$ cat config.mk
export PLATFORM = sky130hd
export DESIGN_NAME = button_click_classifier
export DESIGN_NICKNAME = d
export VERILOG_FILES = /design/src/bcc_pkg.sv /design/src/bcc_step.sv /design/src/button_click_classifier.sv
export SDC_FILE = /design/constraint.sdc
export NUM_CORES = 1
export LEC_CHECK = 0
export ABC_CLOCK_PERIOD_IN_PS = 5710
export BUFFER_PORTS_ARGS = -buffer_cell sky130_fd_sc_hd__clkbuf_2
export CAP_MARGIN = 10
export CORE_MARGIN = 10
export CORE_UTILIZATION = 45
export CTS_BUF_LIST = sky130_fd_sc_hd__clkbuf_16
export CTS_CLUSTER_DIAMETER = 200
export CTS_CLUSTER_SIZE = 24
export DETAILED_ROUTE_END_ITERATION = 12
export GPL_ROUTABILITY_DRIVEN = 1
export HOLD_SLACK_MARGIN = 0.02
export MAX_ROUTING_LAYER = met4
export PLACE_DENSITY = 0.6
export SYNTH_ARGS = -nofsm -noshare
export SYNTH_HDL_FRONTEND = slang
export SYNTH_SLANG_ARGS = --single-unit
$ cat constraint.sdc
create_clock -name clock -period 5.71 [get_ports clock]
set_input_delay 0.2855 -clock clock [delete_from_list [all_inputs] [get_ports clock]]
set_output_delay 0.2855 -clock clock [all_outputs]
set_load 0.02 [all_outputs]
$ cat src/bcc_pkg.sv
package bcc_pkg;

   localparam int unsigned TIMER_W   = 16;
   localparam int unsigned TICK_W    = 8;
   localparam int unsigned CSR_ADDR_W = 2;
   localparam int unsigned CSR_DATA_W = 16;

   localparam logic [TIMER_W-1:0] TIMER_MAX = '1;

   localparam logic [CSR_ADDR_W-1:0] CSR_LONG_PRESS    = 2'd0;
   localparam logic [CSR_ADDR_W-1:0] CSR_DOUBLE_WINDOW = 2'd1;
   localparam logic [CSR_ADDR_W-1:0] CSR_TICK          = 2'd2;

   localparam logic [TIMER_W-1:0] LONG_PRESS_RESET    = 16'd800;
   localparam logic [TIMER_W-1:0] DOUBLE_WINDOW_RESET = 16'd300;
   localparam logic [TICK_W-1:0]  TICK_RESET          = 8'd10;

   typedef enum logic [1:0] {
      PHASE_IDLE     = 2'd0,
      PHASE_DEBOUNCE = 2'd1,
      PHASE_PRESSED  = 2'd2
   } phase_type;

   typedef enum logic [1:0] {
      EV_NONE   = 2'd0,
      EV_SINGLE = 2'd1,
      EV_DOUBLE = 2'd2,
      EV_LONG   = 2'd3
   } event_type;

   typedef struct packed {
      logic [TIMER_W-1:0] long_press_ms;
      logic [TIMER_W-1:0] double_window_ms;
      logic [TICK_W-1:0]  tick_ms;
   } cfg_type;

   typedef struct packed {
      phase_type          phase;
      logic [TIMER_W-1:0] hold_ms;
      logic               window_open;
      logic [TIMER_W-1:0] window_ms;
      event_type          last_event;
   } state_type;

endpackage

$ cat src/bcc_step.sv
module bcc_step (
   input  bcc_pkg::cfg_type   cfg,
   input  bcc_pkg::state_type cur,
   input  logic               released,
   output bcc_pkg::state_type nxt,
   output logic               fired
);

   bcc_pkg::phase_type phase_next;

   // next phase
   always_comb begin
      unique case (cur.phase)
         bcc_pkg::PHASE_DEBOUNCE: begin
            phase_next = released ? bcc_pkg::PHASE_IDLE : bcc_pkg::PHASE_PRESSED;
         end
         bcc_pkg::PHASE_PRESSED: begin
            phase_next = released ? bcc_pkg::PHASE_IDLE : bcc_pkg::PHASE_PRESSED;
         end
         default: begin
            phase_next = released ? bcc_pkg::PHASE_IDLE : bcc_pkg::PHASE_DEBOUNCE;
         end
      endcase
   end

   // timers, window and event
   always_comb begin
      logic [bcc_pkg::TIMER_W:0]   hold_sum;
      logic [bcc_pkg::TIMER_W:0]   win_sum;
      logic [bcc_pkg::TIMER_W-1:0] win_mid;
      logic [bcc_pkg::TIMER_W-1:0] win_sat;
      logic                        open_mid;

      hold_sum = {1'b0, cur.hold_ms} + {{(bcc_pkg::TIMER_W+1-bcc_pkg::TICK_W){1'b0}}, cfg.tick_ms};
      nxt          = cur;
      nxt.phase    = phase_next;
      fired        = 1'b0;
      open_mid     = cur.window_open;
      win_mid      = cur.window_ms;

      unique case (cur.phase)
         bcc_pkg::PHASE_DEBOUNCE: begin
         end
         bcc_pkg::PHASE_PRESSED: begin
            if (released) begin
               if (cur.hold_ms < cfg.long_press_ms) begin
                  if (!cur.window_open) begin
                     open_mid = 1'b1;
                     win_mid  = '0;
                  end else begin
                     nxt.last_event = bcc_pkg::EV_DOUBLE;
                     open_mid       = 1'b0;
                     fired          = 1'b1;
                  end
               end else begin
                  nxt.last_event = bcc_pkg::EV_LONG;
                  fired          = 1'b1;
               end
            end else begin
               nxt.hold_ms = hold_sum[bcc_pkg::TIMER_W] ? bcc_pkg::TIMER_MAX
                                                        : hold_sum[bcc_pkg::TIMER_W-1:0];
            end
         end
         default: begin
            if (!released) begin
               nxt.hold_ms = '0;
            end
         end
      endcase

      // window advances in the same tick, including the one that opened it
      win_sum = {1'b0, win_mid} + {{(bcc_pkg::TIMER_W+1-bcc_pkg::TICK_W){1'b0}}, cfg.tick_ms};
      win_sat = win_sum[bcc_pkg::TIMER_W] ? bcc_pkg::TIMER_MAX : win_sum[bcc_pkg::TIMER_W-1:0];
      nxt.window_open = open_mid;
      nxt.window_ms   = win_mid;
      if (open_mid) begin
         nxt.window_ms = win_sat;
         if (win_sat > cfg.double_window_ms) begin
            nxt.last_event  = bcc_pkg::EV_SINGLE;
            nxt.window_open = 1'b0;
            fired           = 1'b1;
         end
      end
   end

endmodule

$ cat src/button_click_classifier.sv
// A tick transaction's result is registered at acceptance and then shown on rsp_tdata.
// Throughput: one tick per cycle; the classifier state updates at acceptance and
// the result register frees as it is taken, so req_tready only drops on a stalled rsp.
// Reset (synchronous, active high): registers back to 800/300/10 ms, phase idle,
// timers zero, window closed, last event none, no result pending.
module button_click_classifier (
   input  logic                              clock,
   input  logic                              reset,
   input  logic                              req_tvalid,
   output logic                              req_tready,
   input  logic [7:0]                        req_tdata,  // [0] key_level
   output logic                              rsp_tvalid,
   input  logic                              rsp_tready,
   output logic [7:0]                        rsp_tdata,  // [1:0] event_code, [2] event_fired
   input  logic                              csr_we,
   input  logic [bcc_pkg::CSR_ADDR_W-1:0]    csr_addr,
   input  logic [bcc_pkg::CSR_DATA_W-1:0]    csr_wdata
);

   bcc_pkg::cfg_type   cfg_ff;
   bcc_pkg::state_type state_ff;
   bcc_pkg::state_type state_in;
   logic               fired_in;
   logic               rsp_valid_ff;
   logic [1:0]         rsp_code_ff;
   logic               rsp_fired_ff;
   logic               req_accept;

   assign req_tready = !rsp_valid_ff || rsp_tready;
   assign req_accept = req_tvalid && req_tready;

   bcc_step u_step (
      .cfg      (cfg_ff),
      .cur      (state_ff),
      .released (req_tdata[0]),
      .nxt      (state_in),
      .fired    (fired_in)
   );

   always_ff @(posedge clock) begin
      if (reset) begin
         cfg_ff.long_press_ms    <= bcc_pkg::LONG_PRESS_RESET;
         cfg_ff.double_window_ms <= bcc_pkg::DOUBLE_WINDOW_RESET;
         cfg_ff.tick_ms          <= bcc_pkg::TICK_RESET;
      end else if (csr_we) begin
         unique case (csr_addr)
            bcc_pkg::CSR_LONG_PRESS:    cfg_ff.long_press_ms    <= csr_wdata;
            bcc_pkg::CSR_DOUBLE_WINDOW: cfg_ff.double_window_ms <= csr_wdata;
            bcc_pkg::CSR_TICK:          cfg_ff.tick_ms <= csr_wdata[bcc_pkg::TICK_W-1:0];
            default: begin
            end
         endcase
      end
   end

   always_ff @(posedge clock) begin
      if (reset) begin
         state_ff.phase       <= bcc_pkg::PHASE_IDLE;
         state_ff.hold_ms     <= '0;
         state_ff.window_open <= 1'b0;
         state_ff.window_ms   <= '0;
         state_ff.last_event  <= bcc_pkg::EV_NONE;
         rsp_valid_ff         <= 1'b0;
      end else begin
         if (req_accept) begin
            state_ff     <= state_in;
            rsp_valid_ff <= 1'b1;
         end else if (rsp_tready) begin
            rsp_valid_ff <= 1'b0;
         end
      end
   end

   always_ff @(posedge clock) begin
      if (req_accept) begin
         rsp_code_ff  <= state_in.last_event;
         rsp_fired_ff <= fired_in;
      end
   end

   assign rsp_tvalid = rsp_valid_ff;
   assign rsp_tdata  = {5'b0, rsp_fired_ff, rsp_code_ff};

   a_accept_gives_rsp: assert property (@(posedge clock) disable iff (reset)
      req_accept |=> rsp_valid_ff)
      else $error("accepted tick produced no result");

   a_code_tracks_state: assert property (@(posedge clock) disable iff (reset)
      rsp_valid_ff |-> (rsp_code_ff == state_ff.last_event))
      else $error("result code differs from latched event");

   a_debounce_hold_zero: assert property (@(posedge clock) disable iff (reset)
      (state_ff.phase == bcc_pkg::PHASE_DEBOUNCE) |-> (state_ff.hold_ms == '0))
      else $error("hold timer not cleared on press");

   a_no_overrun: assert property (@(posedge clock) disable iff (reset)
      (rsp_valid_ff && !rsp_tready) |=> ($stable(rsp_code_ff) && $stable(rsp_fired_ff)))
      else $error("pending result overwritten");

endmodule
## Word-level counts from Yosys, hierarchy flattened

Cells that the tools add are included.

| storage, ports and cells | value |
|---|---|
| input port bits | 31 |
| output and inout bits | 10 |
| register bits after elaboration | 81 |
| logic and storage cells | 62 |

| operators by class | value |
|---|---|
| $add $sub $neg | 2 |
| reductions and logical operators | 10 |
| equal/unequal tests | 4 |
| bitwise logic cells | 2 |
| mux-type cells | 31 |
| $lt $le $gt $ge | 2 |

Operators by type and width:

| kind | number |
|---|---|
| $mux W16 | 8 |
| $add A16 B8 Y17 | 2 |
| $pmux W16 S2 | 1 |
| $mux W19 | 1 |
| $gt A16 B16 Y1 | 1 |
| $lt A16 B16 Y1 | 1 |
| $mux W1 | 14 |
| $mux W2 | 7 |
| $reduce_and A2 Y1 | 3 |
| $eq A2 B1 Y1 const B | 2 |
| $eq A2 B2 Y1 const B | 2 |
| $reduce_and A3 Y1 | 1 |
| $logic_not A2 Y1 | 1 |
| $not A1 Y1 | 2 |
| $reduce_bool A2 Y1 | 1 |
| $reduce_or A2 Y1 | 1 |
| $logic_and A1 B1 Y1 | 1 |
| $logic_not A1 Y1 | 1 |
| $logic_or A1 B1 Y1 | 1 |

## Depth between registers and ports, before layout

Gate-level depths: netlist of run 1.

| logic depth | value |
|---|---|
| depth after elaboration | 9 |
| mapped depth | 26 |
| mapped depth without buffers | 25 |

## Hierarchy

A second synthesis of run 1 with hierarchy kept.

| second synthesis, totals | value |
|---|---|
| cell total of the unflattened synthesis | 773 |
| area total of the unflattened synthesis | 5,878.1 µm² |

By module, submodules not included:

| module | times used | seq. area each (µm²) | area each (µm²) | cells an instance |
|---|---|---|---|---|
| button_click_classifier | 1 | 1,651.6 | 3,190.6 | 359 |
| bcc_step | 1 | 0.0 | 2,687.6 | 414 |

## Worst setup path after synthesis of run 1

No wires, ideal clock.

| timing path | value |
|---|---|
| path kind | register -> register |
| from | register cfg_ff[35] (netlist bit) |
| to | register rsp_code_ff[0] (data pin) |
| setup slack | 0.679 ns |
| data arrival time | 4.769 ns |
| library setup time | 0.262 ns |
| clock period less this slack | 5.031 ns |
| data required time | 5.448 ns |
| buffers on the path | 2 |
| stages on the path, launching flop included | 26 |
| cells stage by stage | dfxtp_1 -> inv_1 -> ha_1 -> nand4_1 -> a2111o_1 -> o211ai_2 -> clkbuf_1 -> and2_1 -> ha_1 -> inv_1 -> fa_1 -> nor2b_1 -> o21ai_1 -> o211ai_1 -> and2_1 -> buf_2 -> nand2b_1 -> mux2_2 -> ha_1 -> a21oi_1 -> nor2b_1 -> o21ai_0 -> a21oi_1 -> o21ai_0 -> nor2_1 -> or2_2 |

RTL lines:

| what | RTL line | source |
|---|---|---|
| from (decl) | button_click_classifier.sv:20 | `bcc_pkg::cfg_type cfg_ff;` |
| to (signal assigned) | button_click_classifier.sv:76 | `rsp_code_ff <= state_in.last_event;` |
| to (decl) | button_click_classifier.sv:25 | `logic [1:0] rsp_code_ff;` |

==> results of run 1 <==
## worst reg2reg max path, delay by kind of cell, from the launching register on
kind	cells	cell delay, ps
buffers and inverters	2	220
AND/OR/NAND/NOR	7	1010
flip-flops	1	320
AO/OA/AOI/OAI	11	2320
adder cells (fa/ha/maj)	3	890
XOR/XNOR	1	210
## sequential cells by signal (all words and copies together), names as in the netlist
name / cells
rsp_fired_ff: 1
state_ff: 37
rsp_tvalid: 1
rsp_code_ff: 2
cfg_ff: 40
## cells in the final DEF, fill, tap and decap left out, types with 6 or more instances in the layout
cell       instances
a211o_1           10
a211oi_1          14
a21o_1            10
a21oi_1           59
a22o_1             7
a31oi_1            8
and2_1             9
buf_4              6
clkbuf_16          9
clkbuf_2          28
dfxtp_1           78
ha_1              50
inv_1             56
mux2i_1            6
nand2_1           86
nand2b_1           6
nand3_1            9
nand3b_1           6
nor2_1            53
nor2b_1            6
nor3_1            10
o21a_1             6
o21ai_0           30
o21ai_1            6
xnor2_1            6
## cells by family after synthesis
family,count (synthesis)
xor+xnor,8
fa+ha+maj,52
simple gates,219
mux,7
buf+inv,78
other cells,1
compound gates,179
flops,81
## through the flow
step           area (um^2)  cells  hold slack, ps  power [uW]
3_5_place_dp          5240    777             448         716
2_1_floorplan         5000    629             403         681
3_3_place_gp          5240    777             443         713
4_1_cts               5500    793             152        1230
6_report              5510    793             158        1220
5_1_grt               5510    793             168        1270
## synth_stat cells, types with 7 or more instances
| library cell | n |
|---|---|
| a211oi_1 | 14 |
| a21o_1 | 10 |
| a31oi_1 | 8 |
| a21oi_1 | 59 |
| nand3_1 | 9 |
| dfxtp_1 | 78 |
| nand2_1 | 86 |
| nor3_1 | 10 |
| clkbuf_1 | 17 |
| and2_1 | 9 |
| o21ai_0 | 30 |
| a22o_1 | 7 |
| buf_4 | 7 |
| nor2_1 | 54 |
| ha_1 | 50 |
| a211o_1 | 10 |
| inv_1 | 52 |
## area by class of cell
class / instances / area, um^2 / share of cell area, %
Multi-Input combinational cell: 470 / 3040 / 55.2
Sequential cell: 81 / 1650 / 30.0
Clock buffer: 9 / 225 / 4.09
Inverter: 52 / 195 / 3.54
Timing Repair Buffer: 34 / 185 / 3.36
Tap cell: 140 / 175 / 3.18
Clock inverter: 7 / 32.5 / 0.591
## metal layers
| layer | vias to the layer above | GRT usage [%] | share of wire [%] |
|---|---|---|---|
| met1 | 2065 | 18.9 | 46 |
| met5 | - | - | 0 |
| li1 | 2242 | - | - |
| met3 | 15 | 2.32 | 2.9 |
| met4 | 0 | 7.45 | 1.7 |
| met2 | 63 | 27.1 | 49 |
## power breakdown
group,switching (uW),internal [uW]
registers,7.95,582
logic,72.5,41.1
clock network,233,286
## worst min path at each step
| stage | start | to | slack, ps | depth (start not counted) |
|---|---|---|---|---|
| floorplan | csr_wdata[2] | cfg_ff[10]$_SDFFE_PP1P_ | 400 | 1 |
| global placement | state_ff[2]$_SDFFE_PP0P_ | state_ff[2]$_SDFFE_PP0P_ | 440 | 2 |
| detailed placement | cfg_ff[27]$_SDFFE_PP0P_ | cfg_ff[27]$_SDFFE_PP0P_ | 450 | 2 |
| CTS | csr_wdata[8] | cfg_ff[32]$_SDFFE_PP1P_ | 150 | 2 |
| global route | csr_wdata[8] | cfg_ff[32]$_SDFFE_PP1P_ | 170 | 2 |
| finish | csr_wdata[8] | cfg_ff[32]$_SDFFE_PP1P_ | 160 | 2 |
==> results by group, run 1 <==
Clocking
  – Root buffer cell: clkbuf_16
  – Post-CTS Hold Buffers: 0
  – Clock transition at path regs: 60 ps
  – Clock tree sinks: between 80 and 90
  – CTS resizes: 0
  – Post-CTS setup buffers: 0
  – Clock latency on the worst-skew pair: 350 ps
  – CTS H-Tree Depth: 3
  – Num CTS Buffers: 9
  – TritonCTS clock tree: done
  – Max clock buf depth: 2

STA
  – Max Clk Rate: 0.191 GHz
  – Setup TNS: 0 ps
  – Max Transition Viols Final: 0
  – Setup-failing EPs final: 0
  – Worst-Margin Slew: 1110 ps
  – Fin crit share: between 90 and 100%
  – Setup WS post-layout: 464 ps
  – Fin. Hold Viols: 0
  – Clock skew: 3.62 ps
  – Period minus WS final: 5250 ps
  – Worst slew margin: between 20% and 30%
  – RSZ-0062 raised after global routing: false

Yosys
  – Synth area leaders: dfxtp_1, ha_1, nand2_1
  – Ys flop type: dfxtp_1
  – Sequential area share after synthesis: 33.1%
  – Fraction of registers with async set/reset: 0%
  – Synth Area in Adders: 13.3%
  – Post-synth top area share: 31.3%
  – Simple-gate share of the synthesized area: 21.3%
  – Xor/xnor share of the synthesized area: 1.40%
  – Multiplexer share of the synthesized area: about 1.4%
  – Seq cells post-synth: 81
  – Post-synth EDFFs: 3
  – Leading area contributor after synthesis: dfxtp_1
  – Mapped Area: 4990 um^2
  – Synth cell types: 69
  – Syn Area/Cell: 7.98 um^2
  – Compound-Gate Fraction of Synth Area: about 23%
  – Synth Warn #: 0
  – Main combinational cell family by area after synthesis: compound AO/OA/AOI/OAI gates
  – Gate count after technology mapping: 625

Critical path
  – CP arrival: 5340 ps
  – RR Startpoint: cfg_ff[28]$_SDFFE_PP0P_
  – Launch point of the worst path: cfg_ff[28]$_SDFFE_PP0P_
  – CP Depth: 24
  – CP required: 5810 ps
  – Slowest CP cell: o31ai_1
  – Flop2flop setup slack: roughly 460 ps
  – CP max FO: 8
  – Largest stage delay, worst path: 440 ps
  – Critical path class: flip-flop to flip-flop
  – WP buf/inv: 2
  – Reg2reg end: rsp_code_ff[0]$_DFFE_PP_
  – Crit end category: flip-flop
  – Critical path startpoint category: flip-flop
  – Worst-path cell chain: inv_1 -> ha_1 -> a211oi_1 -> nand3_1 -> a31oi_1 -> o211ai_2 -> and2_1 -> ha_1 -> a211oi_1 -> nor2_1 -> o31ai_1 -> a21boi_2 -> nand2_1 -> xor2_1 -> a21oi_1 -> ha_1 -> a21oi_1 -> nor2b_1 -> o21ai_0 -> a21oi_1 -> o21ai_0 -> buf_4 -> nor2_2 -> or2_2
  – CP Capture Point: rsp_code_ff[0]$_DFFE_PP_
  – Delay-heaviest family, CP: compound AO/OA/AOI/OAI gates
  – Worst R2R Path Depth: 24

Final layout
  – Share of cells above drive strength 1: 9.34%
  – Diode count: 0
  – Synth-to-layout area growth: 10.4%
  – Final nets: 731
  – Fillers: roughly 1.1k
  – Post-layout util: between 50% and 60%

Place
  – GPL Wtd Cong: 0.843
  – Port Buffers: 28
  – Final HPWL DP: 9530 um
  – Place WS: 361 ps

Global route
  – First-pass GRT wire length: just over 20000 um
  – Global route total overflow: 0
  – Initial antenna violation count: 0
  – Gr usage total: 16.2%
  – Vias in the first global route: 4281
  – Pin count of the biggest net entering global routing: 65

Die
  – Initial Util: 46.0%
  – Die width: roughly 130 um
  – I/O pin cnt: 41
  – Die area: 15700 um^2
  – Core Area: 10800 um^2
  – Rows: 38
  – Die height: between 100 and 150 um

Power
  – Peak VDD IR: 0.132 mV
  – Pwr/cell area: 222 nW/um^2
  – Leak: around 0.0024 uW

Detailed routing
  – ANT nets after route: 0
  – Remaining DRCs: 0
  – Starting DRC count in detailed routing: 345
  – DR vias/cell: 5.53
  – Pre-antenna DRT Iters: 4
  – DR vias: 4385
  – Routed len/inst: 15.5 um
  – Detailed Route WL: 12300 um

Run status
  – Run status: complete, no violations

Run
  – # Max-Cap Violations: 0

Worst hold path
  – Worst hold path class: primary input to flip-flop
No activity file was read; power rests on OpenSTA's default activity.
==> run 2: changes to the inputs <==
- ABC_CLOCK_PERIOD_IN_PS: 5710 -> 6140
- clock period: 5.71 -> 6.14 ns (I/O delays scaled with it)
==> run 2 against run 1 <==
Die area stayed put. Register-to-register slack improved by 90 ps. Fmax is 6.2% lower. Routed wire length about the same. Clock power fell by 8.5%. Clock skew increased by 3.0 ps. Core utilization down 0.16 points. Clock-buffer cell count stayed put. Sequential power down 6.9%. Critical path depth is 1 lower.
==> results by group, run 2 (same netlist as run 1, synthesis figures left out) <==
Run status
  – Run status: complete, no violations

Detailed routing
  – DR vias: 4391 (+0.14%)
  – Remaining DRCs: 0 (unchanged)
  – Max layer used: met4
  – WL met3: 387 um (+9.0%)
  – Starting DRC count in detailed routing: 222 (-36%)
  – ANT nets after route: 0 (unchanged)
  – Met1 WL: 5670 um (-0.18%)
  – Routed len/inst: 15.5 um (+0.27%)
  – Met2 wire length: 5950 um (-1.5%)
  – Pre-antenna DRT Iters: 4 (unchanged)
  – Detailed Route WL: 12300 um (about the same)
  – DR vias/cell: 5.55 (+0.39%)

Final layout
  – Biggest register: cfg_ff
  – Synth-to-layout area growth: 10.0%
  – Biggest regs: cfg_ff: 40 flops, state_ff: 37 flops, rsp_code_ff: 2 flops
  – Share of cells above drive strength 1: 8.91% (-0.43 points)
  – Diode count: 0 (unchanged)
  – Most common cell after layout, fill and taps aside: nand2_1
  – Largest register FFs: 40 (unchanged)
  – Most frequent cells in the layout: nand2_1, dfxtp_1, a21oi_1
  – Final nets: 730 (-0.14%)

Power
  – Pwr/cell area: 206 nW/um^2 (-7.3%)
  – Leak: 0.00234 uW (-0.78%)
  – Peak VDD IR: 0.121 mV (-8.0%)

Clocking
  – Clock transition at path regs: 60 ps (about the same)
  – CTS H-Tree Depth: 3 (unchanged)
  – TritonCTS clock tree: done
  – Post-CTS setup buffers: 0 (unchanged)
  – Post-CTS Hold Buffers: 0 (unchanged)
  – Clock latency on the worst-skew pair: 340 ps (about the same)
  – Max clock buf depth: 2 (unchanged)
  – Num CTS Buffers: 9 (unchanged)
  – Clock tree sinks: 81 (unchanged)
  – Root buffer cell: clkbuf_16
  – CTS resizes: 0 (unchanged)

Critical path
  – Worst R2R Path Depth: 23 (-4.2%)
  – CP Capture Point: rsp_code_ff[0]$_DFFE_PP_
  – Critical path startpoint category: flip-flop
  – CP required: 6230 ps (+420 ps)
  – Worst-path cell chain: inv_1 -> ha_1 -> nand4_1 -> a2111o_1 -> o211ai_2 -> and2_1 -> ha_1 -> inv_1 -> fa_1 -> nor2b_1 -> o21ai_1 -> o211ai_1 -> and2_1 -> nand3_2 -> o21ai_0 -> ha_1 -> a21o_1 -> a211oi_1 -> o21ai_0 -> o21ai_0 -> buf_4 -> nor2_1 -> or2_2
  – CP arrival: 5680 ps (+340 ps)
  – Reg2reg end: rsp_code_ff[0]$_DFFE_PP_
  – RR Startpoint: cfg_ff[39]$_SDFFE_PP0P_
  – Flop2flop setup slack: 550 ps (+90 ps)
  – Critical path class: flip-flop to flip-flop
  – Slowest CP cell: a2111o_1
  – Crit end category: flip-flop
  – CP max FO: 9 (+1)
  – Launch point of the worst path: cfg_ff[39]$_SDFFE_PP0P_
  – Largest stage delay, worst path: 390 ps (-50 ps)

Die
  – Rows: 38 (unchanged)
  – Die width: 125 um (unchanged)
  – Die area: 15700 um^2 (unchanged)
  – Initial Util: 46.0% (unchanged)
  – Die height: 125 um (unchanged)
  – Core Area: 10800 um^2 (unchanged)
  – I/O pin cnt: 41 (unchanged)

Global route
  – Pin count of the biggest net entering global routing: 65 (unchanged)
  – Initial antenna violation count: 0 (unchanged)
  – Global route total overflow: 0 (unchanged)
  – First-pass GRT wire length: 20300 um (-2.0%)
  – Vias in the first global route: 4121 (-3.7%)
  – Gr usage total: 15.9% (-0.31 points)

Place
  – GPL Wtd Cong: 0.837 (-0.65%)
  – Place WS: 624 ps (+263 ps)
  – Port Buffers: 28 (unchanged)
  – Final HPWL DP: 9540 um (about the same)

STA
  – Setup TNS: 0 ps (unchanged)
  – Max Clk Rate: 0.179 GHz (-6.2%)
  – Setup WS post-layout: 549 ps (+85.5 ps)
  – Setup-failing EPs final: 0 (unchanged)
  – Worst-Margin Slew: 700 ps (-411 ps)
  – Worst slew margin: 53.4% (+28 points)
  – RSZ-0062 raised after global routing: false
  – Period minus WS final: 5590 ps (+345 ps)
  – Clock skew: 6.63 ps (+3.01 ps)
  – Fin crit share: 91.1% (-0.82 points)
  – Fin. Hold Viols: 0 (unchanged)
  – Max Transition Viols Final: 0 (unchanged)

Run
  – # Max-Cap Violations: 0 (unchanged)

Worst hold path
  – Worst hold path class: primary input to flip-flop
  – HP Start: csr_wdata[8]
[run 2: worst min-delay path by stage]
stage,endpoint,depth (start not counted)
floorplan,cfg_ff[10]$_SDFFE_PP1P_,1
global placement,state_ff[3]$_SDFFE_PP0P_,2
detailed placement,state_ff[2]$_SDFFE_PP0P_,2
CTS,cfg_ff[32]$_SDFFE_PP1P_,2
global route,cfg_ff[32]$_SDFFE_PP1P_,2
finish,cfg_ff[32]$_SDFFE_PP1P_,2
[run 2: layer usage]
| metal | track usage (%) | vias to the layer above |
|---|---|---|
| met5 | - | - |
| met4 | 6.98 | 0 |
| met3 | 2.92 | 20 |
| met2 | 25.9 | 72 |
| met1 | 18.8 | 2059 |
| li1 | - | 2240 |
[run 2: worst max-delay path, delay by kind of cell, from the launching register on]
kind | cells | cell delay [ps]
and+or+nand+nor | 7 | 1370
DFF | 1 | 330
buffers and inverters | 3 | 280
adders and majority gates | 4 | 1180
AOI/OAI and AO/OA | 9 | 2180
[run 2: through the flow]
stage	hold slack, ps	area [um^2]	power [uW]	cells	util (%)
6_report	185	5490	1130	791	50.6
5_1_grt	195	5490	1180	791	50.6
4_1_cts	176	5490	1150	791	50.6
3_5_place_dp	445	5240	666	776	48.3
3_3_place_gp	443	5240	664	776	48.3
2_1_floorplan	425	5000	634	629	-
[run 2: area by class of cell]
type	instances	area (um^2)
Sequential cell	81	1650
Clock inverter	6	28.8
Multi-Input combinational cell	470	3040
Fill cell	1075	5350
Timing Repair Buffer	33	178
Inverter	52	195
Clock buffer	9	225
Tap cell	140	175
[run 2: report_power, final]
part / total, uW / internal (uW) / switching (uW)
registers: 549 / 542 / 7.27
clock network: 476 / 266 / 211
logic: 106 / 38.5 / 67.3
